[config.mk]
export PLATFORM = sky130hd
export DESIGN_NAME = positional_ordered_list_engine
export DESIGN_NICKNAME = d
export VERILOG_FILES = /design/src/sv/polist_pkg.sv /design/src/sv/polist_chk.sv /design/src/sv/positional_ordered_list_engine.sv
export SDC_FILE = /design/constraint.sdc
export NUM_CORES = 1
export LEC_CHECK = 0
export BUFFER_PORTS_ARGS = -buffer_cell sky130_fd_sc_hd__buf_2
export CAP_MARGIN = 20
export CORE_UTILIZATION = 62
export DETAILED_ROUTE_END_ITERATION = 12
export PLACE_DENSITY = 0.8
export SLEW_MARGIN = 20
export SYNTH_ARGS = -nofsm -noshare
export SYNTH_HDL_FRONTEND = slang
export SYNTH_SLANG_ARGS = --single-unit
[constraint.sdc]
create_clock -name i_clk -period 4.9 [get_ports i_clk]
set_input_delay 0.98 -clock i_clk [delete_from_list [all_inputs] [get_ports i_clk]]
set_output_delay 0.98 -clock i_clk [all_outputs]
set_load 0.01 [all_outputs]
[src/sv/polist_pkg.sv]
// ----------------------------------------------------------------------------
// polist_pkg
// Shared types and codes for the positional ordered list engine.
// ----------------------------------------------------------------------------
`default_nettype none

package polist_pkg;

    // command codes (input tuser)
    localparam logic CMD_ADD = 1'b0;
    localparam logic CMD_DEL = 1'b1;

    // result status codes
    localparam logic [1:0] ST_OK      = 2'd0;
    localparam logic [1:0] ST_BAD_POS = 2'd1;
    localparam logic [1:0] ST_FULL    = 2'd2;
    localparam logic [1:0] ST_EMPTY   = 2'd3;

    localparam int POS_W = 5;
    localparam int VAL_W = 32;

    // verdict of the position checker
    typedef struct packed {
        logic [1:0] status;    // ST_* code
        logic       ok;        // operation goes ahead
        logic       to_empty;  // add into an empty list
    } t_chk;

endpackage

`default_nettype wire

[src/sv/polist_chk.sv]
// ----------------------------------------------------------------------------
// polist_chk
// Validates one command against the current list fill.
// ----------------------------------------------------------------------------
`default_nettype none

module polist_chk
    import polist_pkg::*;
#(
    parameter int CAPACITY = 16
) (
    input  wire logic                             i_command,
    input  wire logic [POS_W-1:0]                 i_position,
    input  wire logic [$clog2(CAPACITY+1)-1:0]    i_count,
    output t_chk                                  o_chk
);

    localparam int CW = $clog2(CAPACITY + 1);
    localparam int PW = (CW > POS_W) ? CW : POS_W;

    logic [PW-1:0] w_pos;
    logic [PW-1:0] w_cnt;
    logic          w_full;
    logic          w_empty;
    logic          w_pos_bad;

    assign w_pos     = PW'(i_position);
    assign w_cnt     = PW'(i_count);
    assign w_full    = (w_cnt >= PW'(CAPACITY));
    assign w_empty   = (w_cnt == '0);
    assign w_pos_bad = (w_pos == '0) || (w_pos > w_cnt);

    always_comb begin
        o_chk.to_empty = 1'b0;
        o_chk.status   = ST_OK;
        if (i_command == CMD_ADD) begin
            if (w_full) begin
                o_chk.status = ST_FULL;
            end else if (w_empty) begin
                o_chk.to_empty = 1'b1;
            end else if (w_pos_bad) begin
                o_chk.status = ST_BAD_POS;
            end
        end else begin
            if (w_empty) begin
                o_chk.status = ST_EMPTY;
            end else if (w_pos_bad) begin
                o_chk.status = ST_BAD_POS;
            end
        end
        o_chk.ok = (o_chk.status == ST_OK);
    end

endmodule

`default_nettype wire

[src/sv/positional_ordered_list_engine.sv]
// ----------------------------------------------------------------------------
// positional_ordered_list_engine
// Bounded ordered list of signed words with positional insert and delete.
// ----------------------------------------------------------------------------
// The block keeps up to CAPACITY signed 32-bit words in a single-port-write,
// registered-read memory. Each slave transaction is one add or delete; the
// block drops s_axis_tready until that transaction's whole result run has
// left on the master side. A rejected command yields one result carrying the
// error status. A successful one moves the tail of the list one slot per
// cycle through the memory port (pipelined read then write), drains that
// pipeline, passes through S_FIN and S_PRIME to finish and prime the read,
// then streams the list head to tail, one element per cycle while
// m_axis_tready is high, tlast on the final element (an emptied list gives
// one result with element_valid low and skips S_PRIME). An add into an
// empty list writes slot 0 directly and goes straight to S_PRIME.
// There is no clearing pass: only entries below the count are ever read.
// ----------------------------------------------------------------------------
`default_nettype none

module positional_ordered_list_engine
    import polist_pkg::*;
#(
    parameter int CAPACITY = 16
) (
    input  wire logic        i_clk,
    input  wire logic        i_rst_n,
    // slave side
    input  wire logic        i_s_axis_tvalid,
    output logic             o_s_axis_tready,
    // [31:0] value, [36:32] position, [37] after, [39:38] zero
    input  wire logic [39:0] i_s_axis_tdata,
    // [0] command
    input  wire logic [0:0]  i_s_axis_tuser,
    // master side
    output logic             o_m_axis_tvalid,
    input  wire logic        i_m_axis_tready,
    // [31:0] element, [36:32] list_count, [39:37] zero
    output logic [39:0]      o_m_axis_tdata,
    // [1:0] status, [2] element_valid
    output logic [2:0]       o_m_axis_tuser,
    output logic             o_m_axis_tlast
);

    localparam int AW = $clog2(CAPACITY);
    localparam int CW = $clog2(CAPACITY + 1);
    localparam int PW = (CW > POS_W) ? CW : POS_W;

    // sequencer states
    localparam logic [2:0] S_IDLE   = 3'd0;
    localparam logic [2:0] S_SHIFT  = 3'd1;
    localparam logic [2:0] S_FIN    = 3'd2;
    localparam logic [2:0] S_PRIME  = 3'd3;
    localparam logic [2:0] S_STREAM = 3'd4;

    // list storage, no reset
    logic [VAL_W-1:0] r_mem [CAPACITY];
    logic [VAL_W-1:0] r_rd;

    logic [2:0]       r_state;
    logic [CW-1:0]    r_cnt;
    logic [CW-1:0]    r_left;     // shift reads still to issue
    logic [AW-1:0]    r_src;      // next shift read address
    logic [AW-1:0]    r_pdst;     // destination of the read in flight
    logic             r_pend;     // shift read in flight
    logic             r_dir;      // 0 move up (insert), 1 move down (delete)
    logic             r_ins;      // insert pending at r_idx
    logic [AW-1:0]    r_idx;
    logic [VAL_W-1:0] r_val;
    logic [AW-1:0]    r_j;        // stream read pointer
    logic             r_ovld;
    logic             r_ev;
    logic [1:0]       r_status;

    // input fields
    logic             w_cmd;
    logic [VAL_W-1:0] w_value;
    logic [POS_W-1:0] w_position;
    logic             w_after;
    t_chk             w_chk;

    assign w_cmd      = i_s_axis_tuser[0];
    assign w_value    = i_s_axis_tdata[31:0];
    assign w_position = i_s_axis_tdata[36:32];
    assign w_after    = i_s_axis_tdata[37];

    polist_chk #(
        .CAPACITY (CAPACITY)
    ) u_chk (
        .i_command  (w_cmd),
        .i_position (w_position),
        .i_count    (r_cnt),
        .o_chk      (w_chk)
    );

    // position arithmetic at a width holding both count and position
    logic [PW-1:0] w_pos_w;
    logic [PW-1:0] w_cnt_w;
    logic [PW-1:0] w_idx_w;
    logic [PW-1:0] w_ileft_w;
    logic [PW-1:0] w_dleft_w;
    logic [PW-1:0] w_cntm1_w;

    assign w_pos_w   = PW'(w_position);
    assign w_cnt_w   = PW'(r_cnt);
    assign w_idx_w   = w_after ? w_pos_w : (w_pos_w - PW'(1));
    assign w_ileft_w = w_cnt_w - w_idx_w;
    assign w_dleft_w = w_cnt_w - w_pos_w;
    assign w_cntm1_w = w_cnt_w - PW'(1);

    logic w_in_hs;
    logic w_out_hs;
    logic w_last;
    logic [CW-1:0] w_jn;

    assign o_s_axis_tready = (r_state == S_IDLE);
    assign w_in_hs         = i_s_axis_tvalid && o_s_axis_tready;
    assign w_out_hs        = r_ovld && i_m_axis_tready;
    assign w_jn            = CW'(r_j) + CW'(1);
    assign w_last          = r_ev ? (w_jn == r_cnt) : 1'b1;

    // memory port select
    logic             w_we;
    logic [AW-1:0]    w_wa;
    logic [VAL_W-1:0] w_wd;
    logic [AW-1:0]    w_ra;

    always_comb begin
        w_we = 1'b0;
        w_wa = r_pdst;
        w_wd = r_rd;
        w_ra = r_j;
        case (r_state)
            S_IDLE: begin
                if (w_in_hs && w_chk.to_empty) begin
                    w_we = 1'b1;
                    w_wa = '0;
                    w_wd = w_value;
                end
            end
            S_SHIFT: begin
                w_we = r_pend;
                if (r_left != '0) begin
                    w_ra = r_src;
                end
            end
            S_FIN: begin
                w_we = r_ins;
                w_wa = r_idx;
                w_wd = r_val;
            end
            S_STREAM: begin
                if (w_out_hs && !w_last) begin
                    w_ra = r_j + AW'(1);
                end
            end
            default: begin
            end
        endcase
    end

    always_ff @(posedge i_clk) begin
        if (w_we) begin
            r_mem[w_wa] <= w_wd;
        end
        r_rd <= r_mem[w_ra];
    end

    // payload registers
    always_ff @(posedge i_clk) begin
        if (w_in_hs) begin
            r_val <= w_value;
            r_idx <= w_idx_w[AW-1:0];
        end
    end

    // sequencer
    always_ff @(posedge i_clk) begin
        if (!i_rst_n) begin
            r_state  <= S_IDLE;
            r_cnt    <= '0;
            r_left   <= '0;
            r_src    <= '0;
            r_pdst   <= '0;
            r_pend   <= 1'b0;
            r_dir    <= 1'b0;
            r_ins    <= 1'b0;
            r_j      <= '0;
            r_ovld   <= 1'b0;
            r_ev     <= 1'b0;
            r_status <= ST_OK;
        end else begin
            case (r_state)
                S_IDLE: begin
                    if (w_in_hs) begin
                        r_status <= w_chk.status;
                        r_j      <= '0;
                        r_pend   <= 1'b0;
                        if (!w_chk.ok) begin
                            r_ev    <= 1'b0;
                            r_ovld  <= 1'b1;
                            r_state <= S_STREAM;
                        end else if (w_chk.to_empty) begin
                            r_cnt   <= CW'(1);
                            r_state <= S_PRIME;
                        end else if (w_cmd == CMD_ADD) begin
                            r_cnt   <= r_cnt + CW'(1);
                            r_ins   <= 1'b1;
                            r_dir   <= 1'b0;
                            r_left  <= w_ileft_w[CW-1:0];
                            r_src   <= w_cntm1_w[AW-1:0];
                            r_state <= S_SHIFT;
                        end else begin
                            r_cnt   <= r_cnt - CW'(1);
                            r_ins   <= 1'b0;
                            r_dir   <= 1'b1;
                            r_left  <= w_dleft_w[CW-1:0];
                            r_src   <= w_pos_w[AW-1:0];
                            r_state <= S_SHIFT;
                        end
                    end
                end
                S_SHIFT: begin
                    // one read issued and the previous read written per cycle
                    if (r_left != '0) begin
                        r_left <= r_left - CW'(1);
                        r_src  <= r_dir ? (r_src + AW'(1)) : (r_src - AW'(1));
                        r_pdst <= r_dir ? (r_src - AW'(1)) : (r_src + AW'(1));
                        r_pend <= 1'b1;
                    end else begin
                        r_pend <= 1'b0;
                        if (!r_pend) begin
                            r_state <= S_FIN;
                        end
                    end
                end
                S_FIN: begin
                    r_ins <= 1'b0;
                    r_j   <= '0;
                    if (r_cnt == '0) begin
                        // emptied list: single marker result
                        r_ev    <= 1'b0;
                        r_ovld  <= 1'b1;
                        r_state <= S_STREAM;
                    end else begin
                        r_state <= S_PRIME;
                    end
                end
                S_PRIME: begin
                    r_ev    <= 1'b1;
                    r_ovld  <= 1'b1;
                    r_state <= S_STREAM;
                end
                S_STREAM: begin
                    if (w_out_hs) begin
                        if (w_last) begin
                            r_ovld  <= 1'b0;
                            r_state <= S_IDLE;
                        end else begin
                            r_j <= r_j + AW'(1);
                        end
                    end
                end
                default: begin
                    r_state <= S_IDLE;
                end
            endcase
        end
    end

    // outputs
    logic [PW-1:0]    w_cnt_out;
    logic [VAL_W-1:0] w_elem;

    assign w_cnt_out       = PW'(r_cnt);
    assign w_elem          = r_ev ? r_rd : '0;
    assign o_m_axis_tvalid = r_ovld;
    assign o_m_axis_tdata  = {3'b000, w_cnt_out[POS_W-1:0], w_elem};
    assign o_m_axis_tuser  = {r_ev, r_status};
    assign o_m_axis_tlast  = w_last;

`ifndef SYNTHESIS
    a_cnt_bound: assert property (@(posedge i_clk) disable iff (!i_rst_n)
        r_cnt <= CW'(CAPACITY))
        else $error("list count above capacity");

    a_no_overlap: assert property (@(posedge i_clk) disable iff (!i_rst_n)
        !(o_s_axis_tready && r_ovld))
        else $error("input ready while a result is pending");

    a_busy_after_in: assert property (@(posedge i_clk) disable iff (!i_rst_n)
        w_in_hs |=> (r_state != S_IDLE))
        else $error("sequencer stayed idle after an input transaction");

    a_idle_after_last: assert property (@(posedge i_clk) disable iff (!i_rst_n)
        (w_out_hs && o_m_axis_tlast) |=> (r_state == S_IDLE))
        else $error("sequencer not idle after final result");

    a_cnt_on_input: assert property (@(posedge i_clk) disable iff (!i_rst_n)
        !$stable(r_cnt) |-> $past(w_in_hs))
        else $error("list count changed without an input transaction");
`endif

endmodule

`default_nettype wire

## Word level (Yosys, flattened, before mapping)

Memories as Yosys holds them, arrays and structs flattened. A register that Yosys moved wholly into a read port is not among the register bits.
Cells that the tools add are included.
Widths: inputs -> output; s select.

| cells by class | value |
|---|---|
| multiplexer cells | 70 |
| order comparisons | 2 |
| bitwise logic cells | 1 |
| reduce and logical (&&, ||, !) cells | 27 |
| add/subtract/negate cells | 10 |
| equal/unequal tests | 16 |

Operator list:

| cell | count |
|---|---|
| $mux 32 | 2 |
| $pmux 32 s2 | 1 |
| $mux 4 | 13 |
| $mux 5 | 8 |
| $pmux 4 s2 | 3 |
| $mux 1 | 23 |
| $mux 3 | 7 |
| $ne 2x2->1 const B | 8 |
| $reduce_and 4->1 | 4 |
| $pmux 3 s5 | 1 |
| $sub 5x1->5 const B | 3 |
| $pmux 4 s3 | 1 |
| $logic_not 5->1 | 2 |
| $mux 2 | 5 |
| $pmux 5 s2 | 1 |
| $reduce_and 5->1 | 2 |
| $sub 5x5->5 | 2 |
| $add 4x1->4 const B | 2 |
| $eq 3x2->1 const B | 2 |
| $ne 2x1->1 const B | 3 |
| $pmux 1 s3 | 2 |
| $reduce_and 2->1 | 3 |
| $reduce_and 6->1 | 1 |
| $reduce_bool 3->1 | 2 |
| other kinds (20) | 25 |

| storage, ports and cells | value |
|---|---|
| memories kept | 1 |
| input bits | 45 |
| register bits after elaboration | 68 |
| logic and storage cells | 141 |
| memory bits (writable) | 512 |
| output and inout port bits | 46 |

Memory list:

| name | words | bits a word | rd ports | clocked after memory_dff | write ports | line | text |
|---|---|---|---|---|---|---|---|
| r_mem | 16 | 32 | 1 | 1 | 1 | positional_ordered_list_engine.sv:56 | `logic [VAL_W-1:0] r_mem [CAPACITY];` |

## Longest topological paths before layout

Gate-level depths: netlist of the first run.

| logic depth | value |
|---|---|
| depth after elaboration | 10 |
| depth in mapped cells | 13 |
| depth with buffers taken out | 13 |

## Hierarchy

From an unflattened synthesis of the first run, not the netlist that was laid out.

| second synthesis, totals | value |
|---|---|
| cell total of the unflattened synthesis | 1,633 |
| area, all modules | 25,187.9 um^2 |

By module, submodules not included:

| module | cells each | area each (um^2) | times used | sequential area each (um^2) |
|---|---|---|---|---|
| positional_ordered_list_engine | 1,603 | 24,965.2 | 1 | 17,737.0 |
| polist_chk | 30 | 222.7 | 1 | 0.0 |

## Least setup slack after synthesis of the first run

OpenSTA, ideal clock, no wires.

| timing path | value |
|---|---|
| path type | register to register |
| from | register r_cnt[1] |
| to | memory r_mem[6][0], enable pin |
| required time | 4.479 ns |
| cell stages (with the launch flop) | 13 |
| arrival time | 3.650 ns |
| setup slack | 0.829 ns |
| setup time | 0.421 ns |
| buffers on the path | 2 |
| clock period less this slack | 4.071 ns |
| cells stage by stage | dfxtp_1 inv_1 ha_1 nand2b_1 or3_1 clkbuf_1 nor2_1 a21oi_1 nand2b_1 clkbuf_1 nand3b_1 a22o_1 nor2_1 |

| on the way | value |
|---|---|
| cells in the longest elaborated chain, start to end | 9 |
| elaborated cells between the ends (all ways) | 12 |
| those cells by class | 1 x order compare; 9 x mux; 2 x reduce/logical |

Ends and longest elaborated chain:

| what | line | text |
|---|---|---|
| from (decl) | positional_ordered_list_engine.sv:60 | `logic [CW-1:0] r_cnt;` |
| from (signal assigned) | positional_ordered_list_engine.sv:206 | `r_cnt <= r_cnt + CW'(1);` |
| from (signal assigned) | positional_ordered_list_engine.sv:213 | `r_cnt <= r_cnt - CW'(1);` |
| branches (longest 2 deep; another with $ge 5x5->1) | - |  |
| $mux 1 (*) | polist_chk.sv:37 | `if (w_full) begin` |
| $mux 1 (*) | polist_chk.sv:36 | `if (i_command == CMD_ADD) begin` |
| $logic_and 1x1->1 (*) | positional_ordered_list_engine.sv:134 | `if (w_in_hs && w_chk.to_empty) begin` |
| $mux 1 | positional_ordered_list_engine.sv:134 |  |
| $pmux 1 s3 | positional_ordered_list_engine.sv:132 | `case (r_state)` |
| $mux 1 | positional_ordered_list_engine.sv:162 | `if (w_we) begin` |
| $mux 1 (implied by the code) | positional_ordered_list_engine.sv:163 | `r_mem[w_wa] <= w_wd;` |
| to (decl) | positional_ordered_list_engine.sv:56 |  |

Every way passes the cells marked *.

## Worst setup path in the final report of the first run

| timing path | value |
|---|---|
| from | register r_j[0] |
| to | register r_rd[24] (read register of r_mem) |

| on the way | value |
|---|---|
| cells in the longest elaborated chain, start to end | 7 |
| elaborated cells between the ends (all ways) | 9 |
| those cells by class | 2 x add/sub; 1 x eq/ne; 4 x mux; 2 x reduce/logical |

Ends and longest elaborated chain:

| what | line | text |
|---|---|---|
| from (decl) | positional_ordered_list_engine.sv:69 | `logic [AW-1:0] r_j;` |
| from (signal assigned) | positional_ordered_list_engine.sv:259 | `r_j <= r_j + AW'(1);` |
| $add 4x1->5 | positional_ordered_list_engine.sv:118 | `assign w_jn = CW'(r_j) + CW'(1);` |
| $eq 5x5->1 | positional_ordered_list_engine.sv:119 | `assign w_last = r_ev ? (w_jn == r_cnt) : 1'b1;` |
| $mux 1 | positional_ordered_list_engine.sv:119 |  |
| $logic_not 1->1 | positional_ordered_list_engine.sv:152 | `if (w_out_hs && !w_last) begin` |
| $logic_and 1x1->1 | positional_ordered_list_engine.sv:152 |  |
| $mux 4 | positional_ordered_list_engine.sv:152 |  |
| $pmux 4 s2 (*) | positional_ordered_list_engine.sv:132 |  |
| to (decl) | positional_ordered_list_engine.sv:57 | `logic [VAL_W-1:0] r_rd;` |

Every way passes the cells marked *; elsewhere a longest branch is shown, timed or not.
A chain may end at the register's enable or synchronous reset.

==> reports/qor.txt, run 1 <==
Mapped Area: 24700 um2
Inst Count DP: 2105
Achievable frequency: 236 MHz
TritonCTS Buffers: 57
Die outline width: 201 um
Syn Area/Cell: 15.9 um2
Drt wl/cell: 24.7 um
Share of layout cells above drive strength 1: 14.9%
Nature of the critical path endpoint: flop
Critical path class: flop to flop
Final Util: 71.1%
Critical path launch point type: flop
Min Tclk post-route: 4240 ps
Skew-Pair Late Insertion Delay: 610 ps
Adder-Cell Fraction of Synth Area: 1.08%
Hold Buf Count CTS: 0
Core ar.: 38900 um2
Relative slew slack: 25.6%
DR vias: 14200
Layout area overhead: 12.3%
Drt total wl: 54.5 mm
Setup bufs post-CTS: 0
Hold WC Path Type: flop to flop
Simple-Gate Fraction of Synth Area: 4.73%
DR vias/cell: 6.41
Warnings from Yosys: 0
Max_cap viols: 0
IO Pins: 91
Worst EP required: 5450 ps
PD cells: 507 nW/um2
Pin count of the biggest net entering global routing: 99
Cells along the critical path: ha_1, nor3b_1, o211a_1, o2111ai_2, and4_1, a221oi_1, nand3_2, o22ai_1, or4_1
Iteration-0 DRC Markers: 1609
Combinational fraction of design power: 18.2%
Global-route wire length before repair: 81.7 mm
Initial Utilization: 63.4%
XOR/XNOR Fraction of Synth Area: 0.781%
Mapped Cells: 1549
Clock sink count: 612
FF+latch count, synth: 612
Async S/R FF share, synth: 0%
Synth area leader: edfxtp_1
Routed Antenna Nets: 0
Die area: 40600 um2
Final #Nets: 1711
Crit-path slowest cell: nand3_2
H-tree levels: 2
Multiplexer share of the synthesized area: 10.9%
Clk buf depth: 3
Post-synth cell types: 70
Number of synthesized flops with an enable pin: 548
Total GRT Usage: 26.9%
Top cell type's share of synthesized area: 66.7%
Sw frac: 27.9%
RSZ-0062 raised after global routing: no
Crit path DAT: 4790 ps
Final Hold Viols: 0
Reg2reg start: r_j[0]$_SDFFE_PN0P_
Status: finished clean
CTS tree: built
Number of diodes: 0
Finished Layout Cells: 2212
Rows: 72
Most used DFF post-synth: edfxtp_1
R2R cell count: 9
Synth area leaders: edfxtp_1 67%, mux2i_1 11%, dfxtp_1 5.2%
Slowest stage delay, CP: 1000 ps
Post-cts sizing count: 0
Initial antenna violation count: 0
Setup TNS: 0 ps
DRT Pass-1 Iters: 7
Vias in the first global route: 14100
Reg power frac: 50.8%
Pleak: 0.00891 uW
Max IR drop VDD: 0.375 mV
RR Endpoint: r_rd[24]$_DFF_P_
CP max FO: 32
Total chip power: 14000 uW
Clock Skew: 19.2 ps
Root buf cell: clkbuf_16
Fin crit share: 86.6%
Clock power frac: 31.0%
Slew @ Worst Pin: 1110 ps
P_int: 10100 uW
Fill count: 2447
CP bufs+invs: 0
Hold EP: r_status[0]$_SDFFE_PN0P_
Final hold slack: 497 ps
Part of the Yosys area used for sequential elements: 71.9%
Final Slew Violations: 0
Height of the chip: 201 um
Synth Area in Compound Gates: 7.77%
IO Port Bufs: 85
Hpwl dp: 29.3 mm
NetSw: 3910 uW
# setup viols final: 0
Grt total ovfl: 0
Hold Crit Start: r_status[0]$_SDFFE_PN0P_
Main combinational cell family by area after synthesis: multiplexers
Routability cong.: 0.851
Reg2reg setup slack: 660 ps
Register clock-pin slew on the reported worst setup and hold paths: 70 ps
Hold path cells: 2
Worst path top cell family by delay: simple AND/OR/NAND/NOR gates
# DRC: 0
[cells in the mapped netlist, drive strengths merged (3+ instances only)]
master    n
edfxtp  548
mux2i   267
o22ai   130
dfxtp    64
buf      63
inv      60
nor2     48
and2     35
a222oi   32
or4      32
clkbuf   28
a21oi    27
nand2    22
ha       18
nand3    17
o21ai    17
nor3     15
xnor2    15
a211oi   14
nor2b     7
xor2      7
nand2b    5
o211ai    5
a31oi     4
nor3b     4
o21a      4
a21o      3
a221o     3
a22o      3
a22oi     3
and3      3
o31a      3
o31ai     3
o32ai     3
or3       3
[logic make-up after synthesis]
group | count (synthesis)
DFF | 612
AOI/OAI and AO/OA | 272
muxes | 268
and+or+nand+nor | 203
buffers and inverters | 151
xor gates and xnor gates | 22
adders and majority gates | 20
other | 1
[power by group through the flow]
stage	Combinational, uW	Clock (uW)	Sequential [uW]
6_report	2550	4350	7120
5_1_grt	2790	4590	7150
4_1_cts	2530	4390	7110
3_5_place_dp	2510	0	7220
3_3_place_gp	2400	0	7200
2_1_floorplan	1670	0	7130
[worst max path at each step]
stage	from	endpoint	cells past startpoint	slack [ps]
after floorplan	r_cnt[1]$_SDFFE_PN0P_	r_mem[6][0]$_DFFE_PP_	12	830
after global placement	r_state[1]$_SDFFE_PN0P_	r_rd[24]$_DFF_P_	7	900
after detailed placement	r_state[1]$_SDFFE_PN0P_	r_rd[1]$_DFF_P_	7	800
after CTS	r_j[0]$_SDFFE_PN0P_	r_rd[24]$_DFF_P_	9	770
after global routing	r_state[1]$_SDFFE_PN0P_	r_rd[24]$_DFF_P_	7	510
final	r_j[0]$_SDFFE_PN0P_	r_rd[24]$_DFF_P_	9	660
[registers in the layout (all words and copies together), names as in the netlist, 2 cells and up]
register  flops
r_status      2
r_rd         32
r_j           4
r_pdst        4
r_idx         4
r_src         4
r_mem       512
r_left        5
r_val        32
r_cnt         5
r_state       3
[cells in the final DEF (no fill, tap or decap), types with 12 or more instances in the layout]
master,synthesis,layout
mux2i_1,267,266
clkinv_2,0,15
inv_1,60,59
buf_2,49,85
clkbuf_1,28,12
edfxtp_1,548,548
o21ai_0,17,17
nor2_1,47,31
o22ai_1,130,130
a222oi_1,32,32
a21oi_1,26,26
a211oi_1,14,14
ha_1,18,18
nor2_4,0,16
nor3_1,14,13
dfxtp_1,64,64
or4_1,32,32
clkbuf_16,0,58
nand2_1,21,21
buf_4,11,35
and2_1,33,32
xnor2_1,15,15
[metal layers]
metal  vias to the layer above  GRT usage [%]  wire length (um)
met2                       638           45.1             26900
li1                       6319              -                 -
met5                         -              0                 0
met4                         0           8.17              1110
met3                        92           3.98              4250
met1                      7138           36.7             22300
[tightest hold or removal path: cells and delay by family, from the launching register on]
kind | cells | cell delay, ps
simple gates | 1 | 70
compound gates | 1 | 60
flops | 1 | 330
[final cells by class]
type	count	area [um2]	share of cell area [%]
Clock buffer	73	1540	5.55
Clock inverter	34	317	1.14
Timing Repair Buffer	127	828	2.99
Sequential cell	612	17700	64.1
Inverter	60	225	0.813
Multi-Input combinational cell	788	6390	23.1
Tap cell	518	648	2.34
[per-stage QoR]
stage          area [um2]  setup WS [ps]
5_1_grt             27700            514
3_5_place_dp        25800            800
2_1_floorplan       24700            829
6_report            27700            659
4_1_cts             27700            768
3_3_place_gp        25800            904
No activity file was read; power rests on OpenSTA's default activity.
==> inputs of run 2 (changes only) <==
clock period = 4.7 ns   (was 4.9 ns; I/O delays follow)
==> reports/qor.txt, run 2 (synthesis results as in run 1) <==
Max layer used: met4
Clock power frac: 31.0% (about the same)
Reg power frac: 50.9% (about the same)
Metal2 WL: 26.1 mm (-2.9%)
Clock Skew: 19.5 ps (+0.290 ps)
Crit path DAT: 4390 ps (-400 ps)
TritonCTS Buffers: 57 (unchanged)
Worst EP required: 4980 ps (-470 ps)
Height of the chip: 201 um (unchanged)
DRT Pass-1 Iters: 5 (-2)
Final #Nets: 1720 (+0.53%)
Met3 WL: 4.58 mm (+8.0%)
Most common cell after layout, fill and taps aside: edfxtp_1
Drt wl/cell: 24.8 um (+0.48%)
IO Pins: 91 (unchanged)
Post-cts sizing count: 0 (unchanged)
Most frequent cells in the layout: 548 x edfxtp_1, 266 x mux2i_1, 130 x o22ai_1, 85 x buf_2, 64 x dfxtp_1
Top Registers: r_mem: 512 flops, r_rd: 32 flops, r_val: 32 flops
H-tree levels: 2 (unchanged)
Hold Buf Count CTS: 0 (unchanged)
Total GRT Usage: 27.2% (+0.33 points)
Combinational fraction of design power: 18.2% (about the same)
Grt total ovfl: 0 (unchanged)
Crit-path slowest cell: nand2b_2
DR vias: 14300 (+0.46%)
P_int: 10500 uW (+4.0%)
DR vias/cell: 6.41 (about the same)
Reg2reg setup slack: 600 ps (-60 ps)
Achievable frequency: 244 MHz (+3.3%)
Reg with most FFs: r_mem
Setup TNS: 0 ps (unchanged)
Register clock-pin slew on the reported worst setup and hold paths: 70 ps (about the same)
RSZ-0062 raised after global routing: no
Initial Utilization: 63.4% (unchanged)
Slew @ Worst Pin: 961 ps (-154 ps)
Hold EP: r_status[0]$_SDFFE_PN0P_
CTS tree: built
Status: finished clean
Vias in the first global route: 13900 (-1.0%)
RR Endpoint: r_mem[13][17]$_DFFE_PP_
Total chip power: 14600 uW (+4.0%)
Skew-Pair Late Insertion Delay: 610 ps (about the same)
Global-route wire length before repair: 82.6 mm (+1.1%)
M1 wire length: 22.6 mm (+1.3%)
Nature of the critical path endpoint: flop
Hold WC Path Type: flop to flop
NetSw: 4060 uW (+4.0%)
Layout area overhead: 13.0%
Min Tclk post-route: 4100 ps (-137 ps)
Core ar.: 38900 um2 (unchanged)
Final hold slack: 488 ps (-8.69 ps)
# DRC: 0 (unchanged)
# setup viols final: 0 (unchanged)
R2R cell count: 11 (+2)
Clk buf depth: 3 (unchanged)
PD cells: 524 nW/um2 (+3.4%)
Final Hold Viols: 0 (unchanged)
Pin count of the biggest net entering global routing: 64 (-35%)
Relative slew slack: 35.9% (+10 points)
Reg2reg start: r_cnt[1]$_SDFFE_PN0P_
Slowest stage delay, CP: 550 ps (-450 ps)
Critical path launch point type: flop
IO Port Bufs: 85 (unchanged)
Clock sink count: 612 (unchanged)
Routed Antenna Nets: 0 (unchanged)
Max IR drop VDD: 0.421 mV (+12%)
Hold Crit Start: r_status[0]$_SDFFE_PN0P_
Cells along the critical path: inv_1, ha_1, nand2b_1, or3_1, nor2_1, a21oi_1, nand2b_2, a22oi_1, nand3_1, nor2_4, buf_12
CP max FO: 24 (-25%)
Final Slew Violations: 0 (unchanged)
Setup bufs post-CTS: 0 (unchanged)
Max_cap viols: 0 (unchanged)
Share of layout cells above drive strength 1: 15.1% (+0.21 points)
Number of diodes: 0 (unchanged)
Die outline width: 201 um (unchanged)
Rows: 72 (unchanged)
Root buf cell: clkbuf_16
Drt total wl: 55.0 mm (+0.94%)
Pleak: 0.00899 uW (+0.94%)
Critical path class: flop to flop
Initial antenna violation count: 0 (unchanged)
Sw frac: 27.8% (about the same)
Largest register FFs: 512 (unchanged)
Routability cong.: 0.830 (-2.5%)
Iteration-0 DRC Markers: 1670 (+3.8%)
Fin crit share: 87.3% (+0.76 points)
Hpwl dp: 31.0 mm (+5.6%)
Die area: 40600 um2 (unchanged)
Hold path cells: 2 (unchanged)
## run 2: changes by cell type in the layout (fill, tap and decap cells not counted), sizes merged
cell / before / now
buf: 127 / 136
bufinv: 5 / 4
clkbuf: 73 / 78
clkinv: 26 / 23
clkinvlp: 2 / 0
inv: 61 / 63
## run 2: worst max-delay path: cells and delay by family, from the launching register on
kind	cells	cell delay, ps
flip-flops	1	440
buffers and inverters	2	480
adder cells (fa/ha/maj)	1	230
AO/OA/AOI/OAI	2	460
AND/OR/NAND/NOR	6	2140
## run 2: area by class of cell
class | count | area, um2
Tap cell | 518 | 648
Fill cell | 2420 | 11100
Inverter | 60 | 225
Clock inverter | 30 | 273
Timing Repair Buffer | 136 | 1010
Sequential cell | 612 | 17700
Clock buffer | 78 | 1570
Multi-Input combinational cell | 788 | 6390
## run 2: worst max path at each step
stage,slack [ps],depth (start not counted),end,startpoint
floorplan,630,12,r_mem[6][0]$_DFFE_PP_,r_cnt[1]$_SDFFE_PN0P_
global placement,780,11,r_mem[13][23]$_DFFE_PP_,r_cnt[1]$_SDFFE_PN0P_
detailed placement,720,11,r_mem[13][23]$_DFFE_PP_,r_cnt[1]$_SDFFE_PN0P_
CTS,670,11,r_mem[13][17]$_DFFE_PP_,r_cnt[1]$_SDFFE_PN0P_
global route,340,11,r_mem[13][15]$_DFFE_PP_,r_cnt[1]$_SDFFE_PN0P_
finish,600,11,r_mem[13][17]$_DFFE_PP_,r_cnt[1]$_SDFFE_PN0P_
## run 2: stage by stage
stage          instances  utilization, %  cell area (um2)  worst slack [ps]
3_3_place_gp        2114            66.8            26000               779
3_5_place_dp        2114            66.8            26000               716
4_1_cts             2222            71.6            27800               674
5_1_grt             2222            71.6            27800               337
6_report            2222            71.6            27800               596
2_1_floorplan       1551               -            24700               629
## run 2: power by group through the flow
stage	Clock (uW)	Sequential (uW)	Combinational, uW
6_report	4510	7420	2650
5_1_grt	4760	7450	2880
4_1_cts	4560	7410	2620
3_5_place_dp	0	7530	2600
3_3_place_gp	0	7510	2490
2_1_floorplan	0	7440	1740
## run 2: per-layer routing
| layer | up-vias | global-route usage, % |
|---|---|---|
| met5 | - | 0 |
| met4 | 0 | 10.8 |
| met3 | 119 | 3.55 |
| met2 | 695 | 43.2 |
| met1 | 7102 | 38.7 |
| li1 | 6336 | - |
==> inputs of run 3 (changes only) <==
clock period = 3.8 ns   (was 4.7 ns; I/O delays follow)
==> reports/qor.txt, run 3 (synthesis results as in run 1) <==
Finished Layout Cells: 2251 (+1.3%)
Height of the chip: 201 um (unchanged)
Crit path DAT: 3850 ps (-540 ps)
Fin crit share: 94.5% (+7.2 points)
Max IR drop VDD: 0.563 mV (+34%)
CP max FO: 18 (-25%)
Worst EP required: 4060 ps (-920 ps)
DR vias/cell: 6.45 (+0.64%)
PD cells: 660 nW/um2 (+26%)
# DRC: 0 (unchanged)
Min Tclk post-route: 3590 ps (-511 ps)
Inst Count DP: 2141 (+1.3%)
Routability cong.: 0.850 (+2.5%)
Top Registers: r_mem: 512 flops, r_rd: 32 flops, r_val: 32 flops
RR Endpoint: r_mem[12][22]$_DFFE_PP_
RSZ-0062 raised after global routing: no
TritonCTS Buffers: 58 (+1.8%)
Critical path class: flop to flop
Hpwl dp: 32.8 mm (+6.1%)
R2R cell count: 11 (unchanged)
Max layer used: met4
Number of diodes: 0 (unchanged)
Drt wl/cell: 25.5 um (+2.9%)
Achievable frequency: 278 MHz (+14%)
Initial Utilization: 63.4% (unchanged)
Grt total ovfl: 0 (unchanged)
Hold Buf Count CTS: 0 (unchanged)
Crit-path slowest cell: nand3_1
Drt total wl: 57.4 mm (+4.3%)
IO Port Bufs: 85 (unchanged)
Metal2 WL: 27.9 mm (+6.7%)
Fill count: 2318 (-4.2%)
DR vias: 14500 (+2.0%)
Layout area overhead: 15.0%
Clock sink count: 612 (unchanged)
Reg2reg start: r_cnt[0]$_SDFFE_PN0P_
Critical path launch point type: flop
M1 wire length: 22.7 mm (+0.38%)
Total GRT Usage: 28.5% (+1.2 points)
Pleak: 0.00923 uW (+2.6%)
Final Hold Viols: 0 (unchanged)
Hold WC Path Type: primary input to flop
H-tree levels: 2 (unchanged)
Pin count of the biggest net entering global routing: 85 (+33%)
Status: finished clean
Die outline width: 201 um (unchanged)
Rows: 72 (unchanged)
# setup viols final: 0 (unchanged)
Max_cap viols: 0 (unchanged)
Vias in the first global route: 14300 (+2.9%)
IO Pins: 91 (unchanged)
Setup ws final: 207 ps (-389 ps)
Final hold slack: 316 ps (-172 ps)
Share of layout cells above drive strength 1: 17.4% (+2.3 points)
Setup WS pre-CTS: 174 ps (-543 ps)
Largest register FFs: 512 (unchanged)
Relative slew slack: 31.8% (-4.2 points)
DRT Pass-1 Iters: 9 (+4)
CTS tree: built
Die area: 40600 um2 (unchanged)
Final Slew Violations: 0 (unchanged)
Worst path top cell family by delay: simple AND/OR/NAND/NOR gates
Core ar.: 38900 um2 (unchanged)
Final #Nets: 1748 (+1.6%)
Nature of the critical path endpoint: flop
WP depth: 11 (unchanged)
Iteration-0 DRC Markers: 1658 (-0.72%)
Worst setup path endpoint: r_mem[12][22]$_DFFE_PP_
Hold Crit Start: i_s_axis_tdata[5]
Slew @ Worst Pin: 1020 ps (+63.0 ps)
Register clock-pin slew on the reported worst setup and hold paths: 70 ps (about the same)
Reg with most FFs: r_mem
Skew-Pair Late Insertion Delay: 630 ps (+20 ps)
Cells along the critical path: inv_1, ha_1, nand2b_1, or3_1, nor2_1, a21oi_1, nand2b_2, a22oi_1, nand3_1, nor2_4, buf_4
Routed Antenna Nets: 0 (unchanged)
Most frequent cells in the layout: 548 x edfxtp_1, 266 x mux2i_1, 130 x o22ai_1, 85 x buf_2, 64 x dfxtp_1
Most common cell after layout, fill and taps aside: edfxtp_1
Clk buf depth: 3 (unchanged)
CP bufs+invs: 2 (unchanged)
Initial antenna violation count: 0 (unchanged)
Root buf cell: clkbuf_16
Met3 WL: 5.10 mm (+11%)
Global-route wire length before repair: 85.8 mm (+3.9%)
Clock Skew: 31.2 ps (+11.7 ps)
CP startpoint: r_cnt[0]$_SDFFE_PN0P_
Slowest stage delay, CP: 440 ps (-110 ps)
Reg2reg setup slack: 210 ps (-390 ps)
## run 3: changes by cell type in the layout (fill, tap and decap cells not counted), sizes merged
cell,delta
inv,+1
bufinv,+5
clkbuf,-1
clkinvlp,+7
buf,+27
clkinv,-10
## run 3: worst register-to-register path, stage by stage, from the launching register on
cell	delay (ps)
dfxtp_1	400
inv_1	200
ha_1	260
nand2b_1	140
or3_1	350
nor2_1	150
a21oi_1	80
nand2b_2	290
a22oi_1	280
nand3_1	440
nor2_4	250
buf_4	390
## run 3: how the worst min path moves through the flow
stage                                         to  slack (ps)  cells past startpoint
after detailed placement     r_j[1]$_SDFFE_PN0P_         490                      2
after floorplan              r_j[1]$_SDFFE_PN0P_         460                      2
after global placement    r_left[3]$_SDFFE_PN0P_         470                      2
final                         r_val[5]$_DFFE_PP_         320                      1
after global routing         r_val[28]$_DFFE_PP_         300                      1
after CTS                    r_val[28]$_DFFE_PP_         290                      1
## run 3: area by class of cell
type,count,area [um2],area share (%)
clock inverters,33,459,1.62
inverters,60,225,0.795
repair buffers,163,1290,4.54
clock buffers,77,1590,5.62
flip-flops and latches,612,17700,62.6
well taps,518,648,2.29
multi-input cells,788,6400,22.6
## run 3: layer usage
metal  track usage (%)  up-vias
met3              5.62      141
met1              38.7     7221
met2              45.9      754
met4              10.8        0
li1                  -     6414
met5                 0        -
## run 3: repair_timing
item                                    in CTS  in global routing
resized for setup                            0                  1
setup buffers                                0                  0
endpoints found under the setup margin       0                 22
## run 3: metrics by stage
step                TNS (ps)  utilization (%)  total power, uW  cell area (um2)
floorplan            -117150                -            11400            24700
global placement           0             67.5            12500            26300
detailed placement         0             67.5            12600            26300
CTS                        0             72.8            18700            28300
global route               0             72.8            19400            28300
finish                     0             72.8            18700            28300
## run 3: report_power, final
group	leakage [uW]	switching (uW)	total (uW)	internal [uW]
clock network	0.000983	2530	6120	3590
registers	0.00549	220	9150	8930
logic	0.00276	2480	3440	968
